==> src/sv/csu_pkg.sv <==
`timescale 1ns / 1ps
// Shared types and constants for the cardinality sketch update block.
// No dependencies; used by csu_ctrl, csu_dp and cardinality_sketch_update.

package csu_pkg;

    // Default sketch geometry
    localparam int INDEX_BITS_DEF = 12;
    localparam int FRAC_BITS_DEF  = 51;

    // Fixed field widths
    localparam int HASH_W  = 64;
    localparam int SUM_W   = 64;
    localparam int COUNT_W = 13;
    localparam int RANK_W  = 6;

    // Item function codes; the unused code behaves as a query
    localparam logic [1:0] FUNC_ADD   = 2'd0;
    localparam logic [1:0] FUNC_QUERY = 2'd1;
    localparam logic [1:0] FUNC_CLEAR = 2'd2;

    typedef struct packed {
        logic [1:0]        func;
        logic [HASH_W-1:0] hash;
    } t_in_item;

    typedef struct packed {
        logic [SUM_W-1:0]   harmonic_sum;
        logic [COUNT_W-1:0] zero_count;
        logic               raised;
    } t_out_item;

    typedef enum logic [2:0] {
        ST_INIT,
        ST_IDLE,
        ST_RANK,
        ST_UPD,
        ST_RESP,
        ST_CLR
    } t_state;

    // Controller to datapath commands
    typedef struct packed {
        logic accept;     // capture input beat, issue store read
        logic rank_en;    // register rank and both sum terms
        logic upd;        // apply max update and load result
        logic resp;       // load result from current totals
        logic clr_start;  // return totals to the empty sketch
        logic clr_wr;     // zero one store entry and step pointer
    } t_cmd;

    // Datapath to controller status
    typedef struct packed {
        logic clr_last;   // clear pointer on final entry
    } t_status;

endpackage

==> src/sv/csu_ctrl.sv <==
`timescale 1ns / 1ps
// Sequencer for the sketch block: handshakes, item flow and clear walks.
// Depends on csu_pkg.

module csu_ctrl (
    input  logic               i_clk,
    input  logic               i_rst_n,
    input  logic               i_in_valid,
    input  logic [1:0]         i_func,
    output logic               o_in_stall,
    output logic               o_out_valid,
    input  logic               i_out_stall,
    input  csu_pkg::t_status   i_status,
    output csu_pkg::t_cmd      o_cmd
);

    csu_pkg::t_state r_state, n_state;
    logic            r_out_valid, n_out_valid;
    logic            w_out_free;
    logic            w_load;

    // Result slot is free when empty or being taken this cycle
    assign w_out_free  = !r_out_valid || !i_out_stall;
    assign w_load      = o_cmd.upd || o_cmd.resp;
    assign o_out_valid = r_out_valid;
    assign o_in_stall  = (r_state != csu_pkg::ST_IDLE);

    // State and result-valid registers
    always_ff @(posedge i_clk) begin
        if (!i_rst_n) begin
            r_state     <= csu_pkg::ST_INIT;
            r_out_valid <= 1'b0;
        end else begin
            r_state     <= n_state;
            r_out_valid <= n_out_valid;
        end
    end

    // Next state and commands
    always_comb begin
        n_state = r_state;
        o_cmd   = '0;
        unique case (r_state)
            csu_pkg::ST_INIT: begin
                o_cmd.clr_wr = 1'b1;
                if (i_status.clr_last) begin
                    n_state = csu_pkg::ST_IDLE;
                end
            end
            csu_pkg::ST_IDLE: begin
                if (i_in_valid) begin
                    o_cmd.accept = 1'b1;
                    priority if (i_func == csu_pkg::FUNC_ADD) begin
                        n_state = csu_pkg::ST_RANK;
                    end else if (i_func == csu_pkg::FUNC_CLEAR) begin
                        o_cmd.clr_start = 1'b1;
                        n_state         = csu_pkg::ST_CLR;
                    end else begin
                        n_state = csu_pkg::ST_RESP;
                    end
                end
            end
            csu_pkg::ST_RANK: begin
                o_cmd.rank_en = 1'b1;
                n_state       = csu_pkg::ST_UPD;
            end
            csu_pkg::ST_UPD: begin
                if (w_out_free) begin
                    o_cmd.upd = 1'b1;
                    n_state   = csu_pkg::ST_IDLE;
                end
            end
            csu_pkg::ST_RESP: begin
                if (w_out_free) begin
                    o_cmd.resp = 1'b1;
                    n_state    = csu_pkg::ST_IDLE;
                end
            end
            csu_pkg::ST_CLR: begin
                o_cmd.clr_wr = 1'b1;
                if (i_status.clr_last) begin
                    n_state = csu_pkg::ST_RESP;
                end
            end
            default: begin
                n_state = csu_pkg::ST_INIT;
            end
        endcase
    end

    // Result valid: set on load, dropped once taken
    always_comb begin
        priority if (w_load) begin
            n_out_valid = 1'b1;
        end else if (!i_out_stall) begin
            n_out_valid = 1'b0;
        end else begin
            n_out_valid = r_out_valid;
        end
    end

endmodule

==> config.mk <==
export PLATFORM = sky130hd
export DESIGN_NAME = csu_ctrl
export DESIGN_NICKNAME = d
export VERILOG_FILES = /design/src/sv/csu_pkg.sv /design/src/sv/csu_ctrl.sv
export SDC_FILE = /design/constraint.sdc
export NUM_CORES = 1
export LEC_CHECK = 0
export BUFFER_PORTS_ARGS = -buffer_cell sky130_fd_sc_hd__buf_2
export CAP_MARGIN = 10
export CELL_PAD_IN_SITES_DETAIL_PLACEMENT = 1
export CELL_PAD_IN_SITES_GLOBAL_PLACEMENT = 2
export CORE_MARGIN = 10
export CORE_UTILIZATION = 24
export CTS_BUF_LIST = sky130_fd_sc_hd__clkbuf_2 sky130_fd_sc_hd__clkbuf_4 sky130_fd_sc_hd__clkbuf_8
export DETAILED_ROUTE_END_ITERATION = 12
export GPL_ROUTABILITY_DRIVEN = 1
export PLACE_DENSITY = 0.86
export SLEW_MARGIN = 20
export SYNTH_ARGS = -nofsm -noshare
export SYNTH_HDL_FRONTEND = slang
export SYNTH_SLANG_ARGS = --single-unit
==> constraint.sdc <==
create_clock -name i_clk -period 1.4 [get_ports i_clk]
set_input_delay 0.14 -clock i_clk [delete_from_list [all_inputs] [get_ports i_clk]]
set_output_delay 0.14 -clock i_clk [all_outputs]
set_load 0.03 [all_outputs]
==> summary.txt, run 1 <==
Synthesis
  • Share of synthesized area occupied by flip-flops and latches: 24.4%
  • Net count of the mapped netlist: between 50 and 60
  • Top area cells in the synthesized netlist: sky130_fd_sc_hd__dfxtp_1 24%, sky130_fd_sc_hd__o211a_1 6.1%, sky130_fd_sc_hd__nand2b_1 5.7%
  • Yosys top cell area share: approximately 24%
  • Synthesized cell area: 328 sq um
  • Number of synthesis warnings: 0
  • Synth Instances: 44
  • Number of distinct standard cells referenced by the synthesized netlist: 25
  • Synth Register Bits: 4
  • Biggest area consumer among synthesized cells: sky130_fd_sc_hd__dfxtp_1
  • Average size of a mapped cell: 7.45 sq um

Clock network
  • Number of H-tree levels: 1
  • CTS tree: yes
  • Clock input transition at the sequential cells of the worst setup and hold paths: 0.04 ns
  • CTS max path bufs: 2
  • Clk_lat worst skew: ~0.23 ns
  • Count of clock tree sinks: 4
  • Inserted Clock Buffers: 3
  • Clock root buffer master: sky130_fd_sc_hd__clkbuf_4
  • Total of hold buffers inserted after clock tree synthesis: 0

STA
  • Final worst hold slack: 0.174 ns
  • Max-Slew Margin vs Limit: about four fifths
  • Tightest Pin Transition: ~0.27 ns
  • Fin. Hold Viols: 0
  • Final setup fails: 0
  • Layout Skew: ~0.00029 ns
  • Min setup slack post-route: between 0.08 and 0.09 ns
  • Period Utilization, post-route: 94.0%
  • Unrepaired setup endpoints after global routing: false
  • Period minus WS final: ~1.3 ns
  • Number of pins with negative max-slew slack in the final report: 0
  • Highest achievable clock rate: 0.760 GHz
  • Total negative slack for setup checks: 0 ns

Run
  • Number of max-cap violations: 0

Drt
  • DRC marker count from the first detailed-route iteration: 5
  • Count of TritonRoute iterations in the first routing pass: 4
  • Total DRC errors in the routed layout: 0
  • Vias per cell: roughly 5.2
  • DR vias: around 390
  • Average wire length per cell after detail routing: between 10 and 15 um
  • WL final: ~1.1 mm
  • Residual antenna-violating net count after detailed routing: 0

Global route
  • Pin count of the biggest net entering global routing: 16
  • Overflow left after global routing: 0
  • Number of antenna violations at the first check in global routing: 0
  • Number of global-route vias before repair: about 420
  • Global-route wire length before repair: 1.85 mm
  • Total GRT Usage: under 10%

Setup path
  • Worst EP required: 1.26 ns
  • Category of the critical setup timing path: flip-flop to primary output
  • Critical path data arrival time: between 1 and 1.5 ns
  • Crit path capture type: primary output
  • Max Fanout on Critical Path: 11
  • Startpoint kind of the worst setup timing path: flip-flop

Floorplanning
  • Horizontal extent of the die: 57.0 um
  • Area enclosed by the die boundary: ~3200 sq um
  • Vertical die dimension: about 57 um
  • Placement row count: 13
  • I/O Pins: 15
  • Starting density of the core: 25.2%
  • Area of the placeable core: between 1000 and 1500 sq um

Final layout
  • Commonest non-fill, non-tap cell in the layout: sky130_fd_sc_hd__buf_2
  • Most used cells in the layout excluding fill and tap cells: 13 x sky130_fd_sc_hd__buf_2, 3 x sky130_fd_sc_hd__nand2_1, 3 x sky130_fd_sc_hd__nor2_1, 3 x sky130_fd_sc_hd__nand2b_1, 3 x sky130_fd_sc_hd__clkbuf_4
  • Number of inserted diodes: 0
  • Post-Layout Cell Count: between 70 and 80
  • Layout area overhead: 42.7%
  • Final Net Count: roughly 70
  • Share of post-route cells with drive strength above 1: 40.0%

Pwr
  • Static Leakage: ~0.23 nW
  • Power per unit of standard cell area: approximately 900 nW/um^2
  • Worst vdd ir: 0.000236 V

Place
  • Post-detailed-placement half-perimeter wirelength: about 830 um
  • Final weighted congestion in routability-driven placement: 0.741
  • Number of instances in the placed design: 72
  • Buffers on Ports: 14
  • Post-Place Worst Slack: 0.105 ns

Status
  • Result of the run: finished, final reports clean

Min path
  • Hold Path Class: input pin to flip-flop
## metrics by stage
step,utilization (%),area (sq um),power (mW)
after floorplan,-,328,0.220
after global placement,32.0,417,0.263
after detailed placement,32.0,417,0.264
after CTS,34.3,447,0.420
after global routing,36.0,468,0.450
final,36.0,468,0.410
## report_power, final
group	total [mW]	switching (mW)	internal [mW]
clock	0.144	0.0477	0.0959
sequential	0.135	0.0151	0.120
combinational	0.131	0.0777	0.0536
## cell type report
class	count	area, sq um
repair buffers	16	91.3
fillers	176	833
multi-input cells	35	240
well taps	15	18.8
clock buffers	3	22.5
inverters	2	7.51
flip-flops and latches	4	87.6
## flip-flops by register name (all words and copies together) (netlist names)
name and count:
o_out_valid 1, r_state 3
## synthesized netlist by cell type
master / count
sky130_fd_sc_hd__nand2b_1: 3
sky130_fd_sc_hd__nor3_1: 1
sky130_fd_sc_hd__nor4b_1: 1
sky130_fd_sc_hd__or4b_1: 1
sky130_fd_sc_hd__nor2_1: 4
sky130_fd_sc_hd__o211a_1: 2
sky130_fd_sc_hd__nand4_1: 1
sky130_fd_sc_hd__o21ai_0: 2
sky130_fd_sc_hd__and3_1: 2
sky130_fd_sc_hd__and2_1: 2
sky130_fd_sc_hd__nor2b_1: 1
sky130_fd_sc_hd__a21bo_2: 1
sky130_fd_sc_hd__buf_2: 3
sky130_fd_sc_hd__a22oi_1: 1
sky130_fd_sc_hd__dfxtp_1: 4
sky130_fd_sc_hd__nand4b_1: 2
sky130_fd_sc_hd__a211oi_1: 2
sky130_fd_sc_hd__inv_1: 2
sky130_fd_sc_hd__or3_1: 1
sky130_fd_sc_hd__nand2_1: 3
sky130_fd_sc_hd__a31oi_1: 1
sky130_fd_sc_hd__a21boi_0: 1
sky130_fd_sc_hd__xor2_1: 1
sky130_fd_sc_hd__nand3_1: 1
sky130_fd_sc_hd__a21oi_1: 1
## final timing paths
kind | slack, ns | cells past startpoint | end | from
max | 0.08 | 4 | o_cmd[2] | r_state[0]$_SDFFE_PN0P_
max reg2reg | 0.12 | 3 | r_state[1]$_SDFFE_PN0P_ | r_state[1]$_SDFFE_PN0P_
min | 0.17 | 3 | r_state[1]$_SDFFE_PN0P_ | i_rst_n
min reg2reg | 0.54 | 2 | r_state[1]$_SDFFE_PN0P_ | r_state[1]$_SDFFE_PN0P_
## metal layers
layer	up-vias	wire (um)	global-route usage, %
met5	-	0	0
met4	0	23	6.04
met3	2	109	3.54
met2	13	453	10.5
met1	184	496	7.12
li1	194	-	-
## worst max-delay path, cell delays in order, from the launching register on
cell and delay (ns):
sky130_fd_sc_hd__dfxtp_1 0.32, sky130_fd_sc_hd__buf_6 0.14, sky130_fd_sc_hd__nor2_1 0.13, sky130_fd_sc_hd__and3_1 0.16, sky130_fd_sc_hd__buf_2 0.19
## what timing repair did
item / CTS / global route
endpoints found under the setup margin: 7 / 5
cloned: 0 / 0
resized for setup: 4 / 7
buffers inserted: 0 / 0
## cells by family (layout without fill, tap and decap cells)
group | Yosys count | in the layout | share of synthesized area, %
AO/OA/AOI/OAI | 11 | 11 | 24.8
XOR/XNOR | 1 | 1 | 2.67
buffers and inverters | 5 | 21 | 6.87
flip-flops | 4 | 4 | 24.4
AND/OR/NAND/NOR | 23 | 23 | 41.2
Power figures use the tool's default switching activity.
==> inputs of run 2 (changes only) <==
SETUP_SLACK_MARGIN = 0.2   (was not set)
==> run 2 against run 1 <==
Effect of this change: utilization rose by 8.3 points; maximum frequency rose by 4.0%; highest routed layer unchanged; clock skew rose by 0.0065 ns; largest cell class unchanged; routed wire length rose by 9.5%; first-iteration DRC count rose by 120%; worst hold slack improved by 0.0029 ns; critical path depth fell by 1; final cell count rose by 8.0%; via count rose by 5.6%; non-clock buffer count rose by 6; total power rose by 11%; combinational power rose by 33%.
==> summary.txt, run 2 (synthesized netlist as in run 1, its figures left out) <==
STA
  • Layout Skew: 0.00675 ns (+0.00646 ns)
  • Fin. Hold Viols: 0 (unchanged)
  • Highest achievable clock rate: 0.790 GHz (+4.0%)
  • Period minus WS final: 1.27 ns (-0.0507 ns)
  • Total negative slack for setup checks: 0 ns (unchanged)
  • Number of pins with negative max-slew slack in the final report: 0 (unchanged)
  • Final setup fails: 0 (unchanged)
  • Period Utilization, post-route: 90.4% (-3.6 points)
  • Tightest Pin Transition: 0.271 ns (-0.00250 ns)
  • Unrepaired setup endpoints after global routing: true
  • Min setup slack post-route: 0.135 ns (+0.0507 ns)
  • Max-Slew Margin vs Limit: 81.8% (+0.31 points)

Clock network
  • Total of hold buffers inserted after clock tree synthesis: 0 (unchanged)
  • Clock input transition at the sequential cells of the worst setup and hold paths: 0.04 ns (about the same)
  • CTS tree: yes
  • Inserted Clock Buffers: 3 (unchanged)
  • Clock root buffer master: sky130_fd_sc_hd__clkbuf_4
  • CTS max path bufs: 2 (unchanged)
  • Number of H-tree levels: 1 (unchanged)
  • Clk_lat worst skew: 0.24 ns (about the same)
  • Count of clock tree sinks: 4 (unchanged)

Drt
  • Total DRC errors in the routed layout: 0 (unchanged)
  • Residual antenna-violating net count after detailed routing: 0 (unchanged)
  • Vias per cell: 5.12 (-2.2%)
  • DR vias: 415 (+5.6%)
  • DRC marker count from the first detailed-route iteration: 11 (+6)
  • Count of TritonRoute iterations in the first routing pass: 4 (unchanged)
  • WL final: 1.19 mm (+9.5%)
  • Average wire length per cell after detail routing: 14.6 um (+1.4%)

Floorplanning
  • Area enclosed by the die boundary: 3240 sq um (unchanged)
  • Horizontal extent of the die: 57.0 um (unchanged)
  • Starting density of the core: 25.2% (unchanged)
  • Vertical die dimension: 57.0 um (unchanged)
  • I/O Pins: 15 (unchanged)
  • Placement row count: 13 (unchanged)
  • Area of the placeable core: 1300 sq um (unchanged)

Pwr
  • Net switching component of the power: 0.158 mW (+12%)
  • Internal power consumption: 0.298 mW (+11%)
  • Static Leakage: 0.273 nW (+17%)
  • Power per unit of standard cell area: 791 nW/um^2 (-9.7%)
  • Sw Share: 34.6% (+0.33 points)
  • Fraction of power consumed by the clock network: 32.9% (-2.1 points)
  • Sequential Power Share: 29.0% (-3.9 points)
  • Share of power burned in combinational logic: 38.1% (+6.1 points)
  • Worst vdd ir: 0.000260 V (+10%)

Place
  • Post-detailed-placement half-perimeter wirelength: 898 um (+8.0%)
  • Final weighted congestion in routability-driven placement: 0.758 (+2.3%)
  • Post-Place Worst Slack: 0.156 ns (+0.0514 ns)
  • Buffers on Ports: 14 (unchanged)
  • Cell Area, Placed: 442 sq um (+6.0%)

Global route
  • Number of global-route vias before repair: 457 (+9.3%)
  • Number of antenna violations at the first check in global routing: 0 (unchanged)
  • Overflow left after global routing: 0 (unchanged)
  • Pin count of the biggest net entering global routing: 8 (-8)
  • Total GRT Usage: 7.07% (+0.035 points)
  • Global-route wire length before repair: 1.98 mm (+7.1%)

Setup path
  • Startpoint of the worst register-to-register path: r_state[1]$_SDFFE_PN0P_
  • Startpoint kind of the worst setup timing path: flip-flop
  • Critical path data arrival time: 1.13 ns (-0.05 ns)
  • Worst setup path startpoint: r_state[1]$_SDFFE_PN0P_
  • Crit path capture type: primary output
  • Max Fanout on Critical Path: 7 (-4)
  • Worst EP required: 1.26 ns (about the same)
  • Category of the critical setup timing path: flip-flop to primary output

Final layout
  • Final Net Count: 75 (+8.7%)
  • Commonest non-fill, non-tap cell in the layout: sky130_fd_sc_hd__buf_2
  • Fill count: 176 (unchanged)
  • Number of inserted diodes: 0 (unchanged)
  • Multi-input gate area: 267 sq um (+11%)
  • Post-route design area: 576 sq um (+23%)
  • Most used cells in the layout excluding fill and tap cells: 8 x sky130_fd_sc_hd__buf_2, 7 x sky130_fd_sc_hd__buf_6, 7 x sky130_fd_sc_hd__buf_4
  • Layout area overhead: 75.6%
  • Footprint of the flip-flops and latches: 88.8 sq um (+1.4%)
  • Share of post-route cells with drive strength above 1: 57.6% (+18 points)
  • Most flops, register: r_state
  • Number of flip-flops under the largest register name: 3 (unchanged)

Min path
  • Worst Hold Launch: i_rst_n
  • Hold Path Class: input pin to flip-flop

Status
  • Result of the run: finished, final reports clean

Run
  • Number of max-cap violations: 0 (unchanged)
==> run 2: cell types whose count changed in the layout (fill, tap and decap cells not counted), sizes merged <==
cell / before / now
buf: 16 / 22
==> run 2: final cells by class <==
class	count	area share, %
multi-input cells	35	46.3
clock buffers	3	3.91
inverters	2	1.30
well taps	15	3.26
repair buffers	22	29.8
flip-flops and latches	4	15.4
==> run 2: worst paths after layout <==
| path | slack, ns | endpoint | cells after the start |
|---|---|---|---|
| hold reg to reg | 0.58 | o_out_valid$_SDFFE_PN0P_ | 2 |
| setup reg to reg | 0.17 | r_state[1]$_SDFFE_PN0P_ | 3 |
| setup / recovery | 0.13 | o_cmd[3] | 3 |
| hold / removal | 0.18 | r_state[2]$_SDFFE_PN0P_ | 2 |
==> run 2: timing repair <==
action / in CTS / in global routing
pin swaps: 6 / 1
setup buffers: 2 / 1
gates cloned: 0 / 0
gates resized for setup: 24 / 4
endpoints found under the setup margin: 9 / 9
==> run 2: per-layer routing <==
layer	share of wire [%]	GRT usage (%)
met1	41	8.31
met5	0	0
met3	10	2.65
met2	46	10.7
met4	3.0	4.03
==> run 2: per-stage QoR <==
stage                     cells  total power [mW]  util, %  hold WS, ns
after floorplan              44             0.221        -        0.269
after global placement       75             0.273     33.9        0.423
after detailed placement     75             0.275     33.9        0.433
after CTS                    80             0.442     42.5        0.184
after global routing         81             0.484     44.2        0.190
final                        81             0.456     44.2        0.177
==> run 2: critical path, cell delays in order, from the launching register on <==
cell and delay, ns:
sky130_fd_sc_hd__dfxtp_4 0.39, sky130_fd_sc_hd__nor2b_4 0.19, sky130_fd_sc_hd__and3_4 0.19, sky130_fd_sc_hd__buf_6 0.12
==> run 2: power groups by stage <==
| stage | combinational (mW) | clock (mW) | sequential [mW] |
|---|---|---|---|
| floorplan | 0.0900 | 0 | 0.131 |
| global placement | 0.142 | 0 | 0.131 |
| detailed placement | 0.143 | 0 | 0.131 |
| CTS | 0.166 | 0.145 | 0.132 |
| global route | 0.191 | 0.160 | 0.133 |
| finish | 0.174 | 0.150 | 0.132 |
